`src/hdl/hkc_pkg.sv`:
```
`timescale 1ns / 1ps
// Shared types and constants for the hot key two slot cache.
// No dependencies; the interfaces and the top level import this package.
package hkc_pkg;

    // Fixed field widths of the request and response channels
    localparam int FIELD_W = 64;
    localparam int SCORE_W = 8;
    localparam int THR_W   = 8;

    // Default key and value widths in bytes
    localparam int DEF_KEY_BYTES   = 8;
    localparam int DEF_VALUE_BYTES = 8;

    // Tracker limit and the promotion threshold after reset
    localparam logic [SCORE_W-1:0] SCORE_MAX = 8'd255;
    localparam logic [THR_W-1:0]   THR_RESET = 8'd3;

    // Request actions
    localparam logic ACT_LOOKUP  = 1'b0;
    localparam logic ACT_INSTALL = 1'b1;

    // Response status codes
    typedef enum logic [1:0] {
        ST_MISS     = 2'd0,
        ST_HIT_LAST = 2'd1,
        ST_HIT_HOT  = 2'd2,
        ST_INSTALL  = 2'd3
    } t_status;

endpackage

```
`src/hdl/hkc_if.sv`:
```
`timescale 1ns / 1ps
// Valid/ready channel interfaces: request, response and configuration write.
// Depends on hkc_pkg for field widths and the status type.
interface hkc_req_if;
    import hkc_pkg::*;
    logic               valid;
    logic               ready;
    logic               action;
    logic [FIELD_W-1:0] key;
    logic [FIELD_W-1:0] value;

    modport source (output valid, output action, output key, output value, input ready);
    modport sink   (input valid, input action, input key, input value, output ready);
endinterface

interface hkc_rsp_if;
    import hkc_pkg::*;
    logic               valid;
    logic               ready;
    t_status            status;
    logic [FIELD_W-1:0] data_out;
    logic               promoted;

    modport source (output valid, output status, output data_out, output promoted, input ready);
    modport sink   (input valid, input status, input data_out, input promoted, output ready);
endinterface

interface hkc_cfg_if;
    import hkc_pkg::*;
    logic             valid;
    logic             ready;
    logic [THR_W-1:0] data;

    modport source (output valid, output data, input ready);
    modport sink   (input valid, input data, output ready);
endinterface

```
`src/hdl/hot_key_two_slot_cache.sv`:
```
`timescale 1ns / 1ps
// Hot key cache front: input register, one pass of slot and tracker logic, result register.
// Throughput: one request per cycle while the receiver takes responses, as the slot compare
// and tracker update feed back into the state registers in one pass.
// Configuration writes are taken every cycle (ready always high).
// Reset (synchronous, active low) empties both slots and the tracker and sets the threshold to 3.
// Depends on hkc_pkg and hkc_if.
module hot_key_two_slot_cache #(
    parameter int KEY_BYTES   = hkc_pkg::DEF_KEY_BYTES,
    parameter int VALUE_BYTES = hkc_pkg::DEF_VALUE_BYTES
) (
    input  logic        i_clk,
    input  logic        i_rst_n,
    hkc_req_if.sink     i_req,
    hkc_cfg_if.sink     i_cfg,
    hkc_rsp_if.source   o_rsp
);
    import hkc_pkg::*;

    localparam int KEY_W   = 8 * KEY_BYTES;
    localparam int VALUE_W = 8 * VALUE_BYTES;

    // Input register
    logic               r_in_valid;
    logic               r_in_action;
    logic [KEY_W-1:0]   r_in_key;
    logic [VALUE_W-1:0] r_in_value;

    // Configuration
    logic [THR_W-1:0]   r_threshold;

    // Slot and tracker state
    logic               r_last_valid, n_last_valid;
    logic [KEY_W-1:0]   r_last_key,   n_last_key;
    logic [VALUE_W-1:0] r_last_value, n_last_value;
    logic               r_hot_valid,  n_hot_valid;
    logic [KEY_W-1:0]   r_hot_key,    n_hot_key;
    logic [VALUE_W-1:0] r_hot_value,  n_hot_value;
    logic               r_cand_valid, n_cand_valid;
    logic [SCORE_W-1:0] r_cand_score, n_cand_score;
    logic [KEY_W-1:0]   r_cand_key,   n_cand_key;

    // Result register
    logic               r_out_valid;
    t_status            r_out_status, n_out_status;
    logic [VALUE_W-1:0] r_out_data,   n_out_data;
    logic               r_out_prom,   n_out_prom;

    logic               w_out_free;
    logic               w_advance;
    logic               w_hit_last;
    logic               w_hit_hot;
    logic               w_track;
    logic [SCORE_W-1:0] w_dec_score;

    // Handshake: the result register parts the two sides
    assign w_out_free  = !r_out_valid || o_rsp.ready;
    assign w_advance   = r_in_valid && w_out_free;
    assign i_req.ready = !r_in_valid || w_out_free;
    assign i_cfg.ready = 1'b1;

    assign o_rsp.valid    = r_out_valid;
    assign o_rsp.status   = r_out_status;
    assign o_rsp.data_out = FIELD_W'(r_out_data);
    assign o_rsp.promoted = r_out_prom;

    // Capture a request transfer, dropping unused key and value bytes
    always_ff @(posedge i_clk) begin
        if (!i_rst_n) begin
            r_in_valid <= 1'b0;
        end else if (i_req.valid && i_req.ready) begin
            r_in_valid <= 1'b1;
        end else if (w_advance) begin
            r_in_valid <= 1'b0;
        end
        if (i_req.valid && i_req.ready) begin
            r_in_action <= i_req.action;
            r_in_key    <= i_req.key[KEY_W-1:0];
            r_in_value  <= i_req.value[VALUE_W-1:0];
        end
    end

    // Threshold register
    always_ff @(posedge i_clk) begin
        if (!i_rst_n) begin
            r_threshold <= THR_RESET;
        end else if (i_cfg.valid && i_cfg.ready) begin
            r_threshold <= i_cfg.data;
        end
    end

    assign w_hit_last  = r_last_valid && (r_last_key == r_in_key);
    assign w_hit_hot   = r_hot_valid && (r_hot_key == r_in_key);
    assign w_dec_score = (r_cand_score != '0) ? r_cand_score - 1'b1 : '0;

    // Slot lookup, install, tracker update and promotion
    always_comb begin
        n_last_valid = r_last_valid;
        n_last_key   = r_last_key;
        n_last_value = r_last_value;
        n_hot_valid  = r_hot_valid;
        n_hot_key    = r_hot_key;
        n_hot_value  = r_hot_value;
        n_cand_valid = r_cand_valid;
        n_cand_score = r_cand_score;
        n_cand_key   = r_cand_key;
        n_out_status = ST_MISS;
        n_out_data   = '0;
        n_out_prom   = 1'b0;
        w_track      = 1'b0;

        if (r_in_action == ACT_INSTALL) begin
            n_last_valid = 1'b1;
            n_last_key   = r_in_key;
            n_last_value = r_in_value;
            // refresh a hot slot holding the same key
            if (w_hit_hot) begin
                n_hot_value = r_in_value;
            end
            n_out_status = ST_INSTALL;
            n_out_data   = r_in_value;
            w_track      = 1'b1;
        end else if (w_hit_last) begin
            n_out_status = ST_HIT_LAST;
            n_out_data   = r_last_value;
            w_track      = 1'b1;
        end else if (w_hit_hot) begin
            n_last_valid = 1'b1;
            n_last_key   = r_in_key;
            n_last_value = r_hot_value;
            n_out_status = ST_HIT_HOT;
            n_out_data   = r_hot_value;
            w_track      = 1'b1;
        end

        // Majority-vote tracker: bump on match, else decay and replace at zero
        if (w_track) begin
            if (!r_cand_valid) begin
                n_cand_valid = 1'b1;
                n_cand_key   = r_in_key;
                n_cand_score = SCORE_W'(1);
            end else if (r_cand_key == r_in_key) begin
                if (r_cand_score != SCORE_MAX) begin
                    n_cand_score = r_cand_score + 1'b1;
                end
            end else if (w_dec_score == '0) begin
                n_cand_key   = r_in_key;
                n_cand_score = SCORE_W'(1);
            end else begin
                n_cand_score = w_dec_score;
            end

            // promote the tracked key once its score reaches the threshold
            if ((n_cand_score >= r_threshold) && (n_cand_key == r_in_key)) begin
                n_hot_valid = 1'b1;
                n_hot_key   = r_in_key;
                n_hot_value = n_out_data;
                n_out_prom  = 1'b1;
            end
        end
    end

    // Advance state and result register
    always_ff @(posedge i_clk) begin
        if (!i_rst_n) begin
            r_last_valid <= 1'b0;
            r_hot_valid  <= 1'b0;
            r_cand_valid <= 1'b0;
            r_cand_score <= '0;
            r_out_valid  <= 1'b0;
        end else begin
            if (w_advance) begin
                r_last_valid <= n_last_valid;
                r_hot_valid  <= n_hot_valid;
                r_cand_valid <= n_cand_valid;
                r_cand_score <= n_cand_score;
                r_out_valid  <= 1'b1;
            end else if (o_rsp.ready) begin
                r_out_valid  <= 1'b0;
            end
        end
        if (w_advance) begin
            r_last_key   <= n_last_key;
            r_last_value <= n_last_value;
            r_hot_key    <= n_hot_key;
            r_hot_value  <= n_hot_value;
            r_cand_key   <= n_cand_key;
            r_out_status <= n_out_status;
            r_out_data   <= n_out_data;
            r_out_prom   <= n_out_prom;
        end
    end

    // A live tracker entry never carries a zero score
    a_cand_score: assert property (@(posedge i_clk) disable iff (!i_rst_n)
        r_cand_valid |-> (r_cand_score != '0))
        else $error("tracker valid with zero score");

    // A miss returns zero data and never promotes
    a_miss_quiet: assert property (@(posedge i_clk) disable iff (!i_rst_n)
        (r_out_valid && (r_out_status == ST_MISS)) |-> (!r_out_prom && (r_out_data == '0)))
        else $error("miss carried data or promotion");

    // An install leaves its key in the last slot
    a_install_last: assert property (@(posedge i_clk) disable iff (!i_rst_n)
        (w_advance && (r_in_action == ACT_INSTALL)) |=>
            (r_last_valid && (r_last_key == $past(r_in_key))))
        else $error("install did not set last slot");

    // A promotion leaves the hot slot valid
    a_prom_hot: assert property (@(posedge i_clk) disable iff (!i_rst_n)
        (w_advance && n_out_prom) |=> r_hot_valid)
        else $error("promotion left hot slot empty");

endmodule

```
`src/flat_wrapper.sv`:
```
// flat-port wrapper written by rule: the top's interface ports become plain ports
module hot_key_two_slot_cache_flat import hkc_pkg::*;
#(
    parameter int KEY_BYTES   = hkc_pkg::DEF_KEY_BYTES,
    parameter int VALUE_BYTES = hkc_pkg::DEF_VALUE_BYTES
)
  (i_clk, i_rst_n, i_req_valid, i_req_action, i_req_key, i_req_value, i_req_ready, i_cfg_valid, i_cfg_data, i_cfg_ready, o_rsp_valid, o_rsp_status, o_rsp_data_out, o_rsp_promoted, o_rsp_ready);
  hkc_req_if i_req_i ();
  hkc_cfg_if i_cfg_i ();
  hkc_rsp_if o_rsp_i ();
  input  logic i_clk;
  input  logic i_rst_n;
  input wire logic [$bits(i_req_i.valid)-1:0] i_req_valid;
  input wire logic [$bits(i_req_i.action)-1:0] i_req_action;
  input wire logic [$bits(i_req_i.key)-1:0] i_req_key;
  input wire logic [$bits(i_req_i.value)-1:0] i_req_value;
  output wire logic [$bits(i_req_i.ready)-1:0] i_req_ready;
  input wire logic [$bits(i_cfg_i.valid)-1:0] i_cfg_valid;
  input wire logic [$bits(i_cfg_i.data)-1:0] i_cfg_data;
  output wire logic [$bits(i_cfg_i.ready)-1:0] i_cfg_ready;
  output wire logic [$bits(o_rsp_i.valid)-1:0] o_rsp_valid;
  output wire logic [$bits(o_rsp_i.status)-1:0] o_rsp_status;
  output wire logic [$bits(o_rsp_i.data_out)-1:0] o_rsp_data_out;
  output wire logic [$bits(o_rsp_i.promoted)-1:0] o_rsp_promoted;
  input wire logic [$bits(o_rsp_i.ready)-1:0] o_rsp_ready;
  assign i_req_i.valid = i_req_valid;
  assign i_req_i.action = i_req_action;
  assign i_req_i.key = i_req_key;
  assign i_req_i.value = i_req_value;
  assign i_req_ready = i_req_i.ready;
  assign i_cfg_i.valid = i_cfg_valid;
  assign i_cfg_i.data = i_cfg_data;
  assign i_cfg_ready = i_cfg_i.ready;
  assign o_rsp_valid = o_rsp_i.valid;
  assign o_rsp_status = o_rsp_i.status;
  assign o_rsp_data_out = o_rsp_i.data_out;
  assign o_rsp_promoted = o_rsp_i.promoted;
  assign o_rsp_i.ready = o_rsp_ready;
  hot_key_two_slot_cache #(.KEY_BYTES(KEY_BYTES), .VALUE_BYTES(VALUE_BYTES)) u_core (.i_clk(i_clk), .i_rst_n(i_rst_n), .i_req(i_req_i), .i_cfg(i_cfg_i), .o_rsp(o_rsp_i));
endmodule
```
`config.mk`:
```
export PLATFORM = sky130hd
export DESIGN_NAME = hot_key_two_slot_cache_flat
export DESIGN_NICKNAME = d
export VERILOG_FILES = /design/src/hdl/hkc_pkg.sv /design/src/hdl/hkc_if.sv /design/src/hdl/hot_key_two_slot_cache.sv /design/src/flat_wrapper.sv
export SDC_FILE = /design/constraint.sdc
export NUM_CORES = 1
export LEC_CHECK = 0
export BUFFER_PORTS_ARGS = -buffer_cell sky130_fd_sc_hd__buf_2
export CAP_MARGIN = 20
export CORE_UTILIZATION = 45
export DETAILED_ROUTE_END_ITERATION = 8
export SYNTH_ARGS = -nofsm -noshare
export SYNTH_HDL_FRONTEND = slang
export SYNTH_SLANG_ARGS = --single-unit
```
`constraint.sdc`:
```
create_clock -name i_clk -period 30.2 [get_ports i_clk]
set_input_delay 3.02 -clock i_clk [delete_from_list [all_inputs] [get_ports i_clk]]
set_output_delay 3.02 -clock i_clk [all_outputs]
set_load 0.01 [all_outputs]
```
==> results.json <==
{
  "setup_viol": 0,
  "p_leak_nw": 9.90,
  "ctsHtreeMaxLevel": 2,
  "syn_inst": 1652,
  "synth_adder_area_share_pct": 0.538,
  "netlist_area_um2": 23300,
  "synth_area_per_cell_um2": 14.1,
  "grt-ovfl-total": 0,
  "remaining_drc_errors": 0,
  "final.period_utilization_pct": 22.3,
  "drtPass1Iterations": 5,
  "crit_path_start_kind": "input port",
  "root_buffer": "clkbuf_16",
  "drt_iter0_markers": 1208,
  "place_inst": 2470,
  "clk_pin_slew_ns": 0.06,
  "synthFlopType": "edfxtp_1",
  "cp_num_buf_inv": 2,
  "synthTopCellsByArea": "edfxtp_1 (67%), xor2_1 (4.7%), mux2_2 (3.2%)",
  "ys_ff_latch": 537,
  "die_x_um": 229,
  "final_layout_size_suffix_gt1_share_pct": 20.8,
  "slowest_delay_ns": 0.31,
  "synth-simple-area-share_pct": 8.82,
  "fin_setup_tns_ns": 0,
  "antenna_found_initial": 1,
  "place_congestion": 0.809,
  "yosysSeqAreaShare_pct": 68.4,
  "crit_top_cell": "buf_2",
  "slew_violations": 0,
  "placed_cell_area_um2": 24900,
  "io_buffers": 210,
  "powerDensity_nw_per_um2": 61.6,
  "cp-end-kind": "primary output",
  "worstPathMaxFanout": 4,
  "fin_nets": 2008,
  "synth-edff-count": 516,
  "critical-path-top-delay-family": "simple AND/OR/NAND/NOR gates",
  "relSlewSlack_pct": 27.9,
  "syn2layout_area_growth_pct": 14.7,
  "synth_top_family_by_area": "simple AND/OR/NAND/NOR gates",
  "synth_xor_area_share_pct": 6.32,
  "syn_nets": 1804,
  "clk_latency_ns": 0.61,
  "max_clock_freq_ghz": 0.149,
  "yosys.cell_types.count": 66,
  "most-common-layout-cells": "edfxtp_1 (516), buf_2 (210), o21ai_0 (137)",
  "ys.warnings.count": 0,
  "grt_usage_pct": 19.9,
  "cts_tree": "built",
  "grt_pass1_wl_um": 80500,
  "routed_wl_um": 53700,
  "vias": 14100,
  "synth_compound_area_share_pct": 8.72,
  "synthArstFlopShare_pct": 0,
  "arrival_ns": 3.70,
  "wire_per_inst_um": 20.9,
  "yosysTopAreaCell": "edfxtp_1",
  "cts.sinks": 537,
  "io_pins": 212,
  "finClkSkew_ns": 0.0187,
  "core_area_um2": 50600,
  "synth_top_area_share_pct": 66.6,
  "cts_resized": 0,
  "cp_cell_sequence": "buf_2 > nor2b_1 > nand2_1 > buf_2",
  "slowest_stage": "nor2b_1",
  "clockBufferDepth": 3,
  "fp.dieH_um": 229,
  "layout_commonest_cell": "edfxtp_1",
  "r2r_slack_ns": 23.94,
  "grt_max_degree": 200,
  "crit_type": "input port to primary output",
  "rows": 82,
  "synthMuxAreaShare_pct": 3.68,
  "post-cts-setup-buffer-count": 0,
  "die_area_um2": 52600,
  "initial_core_util_pct": 46.0,
  "ir_drop_mv": 0.0463,
  "layout.cells.non_filler": 2574,
  "maxCapViolations": 0,
  "stdcell_area_um2": 26700,
  "via_per_inst": 5.47,
  "cts_buffers": 56,
  "hold_class": "flop to flop",
  "hold_viol": 0,
  "place_ws_ns": 23.48,
  "grt_pass1_vias": 13500,
  "ant_nets": 0,
  "rsz0062_at_grt": "no",
  "status": "finished, final reports clean",
  "cp_data_required_time_ns": 27.18,
  "post-route-min-period_ns": 6.72,
  "hold_buffers": 0,
  "worst_pin_slew_ns": 1.08,
  "place_hpwl_um": 32400,
  "setup_slack_ns": 23.48
}
## metal layers
layer | up-vias | share of wire [%] | track usage (%)
met5 | - | 0 | 0
met3 | 79 | 5.8 | 3.30
met1 | 6985 | 45 | 28.1
met2 | 441 | 46 | 31.1
met4 | 0 | 3.0 | 7.27
li1 | 6586 | - | -
## Yosys cell counts (all sizes together) (5+ instances only)
| library cell | n |
|---|---|
| o22ai | 7 |
| o2111ai | 5 |
| ha | 10 |
| o21ai | 138 |
| a21o | 5 |
| and3 | 66 |
| nand4 | 20 |
| nand3 | 14 |
| mux2 | 66 |
| nor4 | 36 |
| nand2b | 6 |
| a21oi | 72 |
| buf | 29 |
| nand2 | 91 |
| nor2b | 7 |
| xnor2 | 42 |
| nor2 | 23 |
| mux2i | 9 |
| inv | 99 |
| edfxtp | 516 |
| nor3 | 9 |
| a221o | 65 |
| or2b | 9 |
| clkbuf | 52 |
| and2 | 69 |
| xor2 | 126 |
| o21a | 5 |
| dfxtp | 21 |
## worst register-to-register path: stages (launching register included)
cell,delay (ns)
edfxtp_1,0.50
xor2_1,0.18
nor4_1,0.39
nand4_1,0.33
nor4_4,0.98
mux4_2,0.60
and2_1,0.18
ha_1,0.29
a21oi_1,0.14
o21ai_0,0.10
o41ai_1,0.78
or2_1,0.43
o2bb2ai_4,0.15
buf_4,0.70
a221o_1,0.36
## worst paths after layout
kind / depth (start not counted) / end / from
max: 4 / i_req_ready / o_rsp_ready
min: 1 / u_core.r_last_valid$_SDFFE_PN0P_ / u_core.r_last_valid$_SDFFE_PN0P_
min reg2reg: 1 / u_core.r_last_valid$_SDFFE_PN0P_ / u_core.r_last_valid$_SDFFE_PN0P_
max reg2reg: 14 / u_core.r_hot_value[10]$_DFFE_PP_ / u_core.r_in_key[38]$_DFFE_PP_
## per-stage QoR
stage / hold WS [ns] / power, mW / utilization [%]
floorplan: 0.440 / 0.951 / -
global placement: 0.457 / 0.987 / 49.3
detailed placement: 0.462 / 0.991 / 49.3
CTS: 0.479 / 1.66 / 52.8
global route: 0.502 / 1.70 / 52.8
finish: 0.483 / 1.64 / 52.8
## cell families after synthesis
family | count (synthesis)
DFF | 537
and+or+nand+nor | 364
AOI/OAI and AO/OA | 316
buffers and inverters | 180
xor gates and xnor gates | 168
muxes | 76
adders and majority gates | 10
other | 1
## state kept, by name, summed over array words and instances, names as in the netlist, 64 cells and up
signal                 count
u_core.o_rsp.data_out     64
u_core.r_cand_key         64
u_core.r_hot_key          64
u_core.r_hot_value        64
u_core.r_in_key           64
u_core.r_in_value         64
u_core.r_last_key         64
u_core.r_last_value       64
## final cells by class
| type | count | area (um2) |
|---|---|---|
| sequential | 537 | 15900 |
| fill | 4200 | 23900 |
| timing repair buffer | 227 | 1190 |
| clock buffer | 71 | 1500 |
| tap | 672 | 841 |
| multi-input combinational | 935 | 6610 |
| inverter | 99 | 372 |
| antenna | 1 | 2.50 |
| clock inverter | 32 | 258 |
## where the power goes
part           switching, mW  internal [mW]
registers             0.0248          0.856
clock network          0.286          0.383
logic                 0.0549         0.0386
total                  0.366           1.28
(Power assumes the default switching activity.)
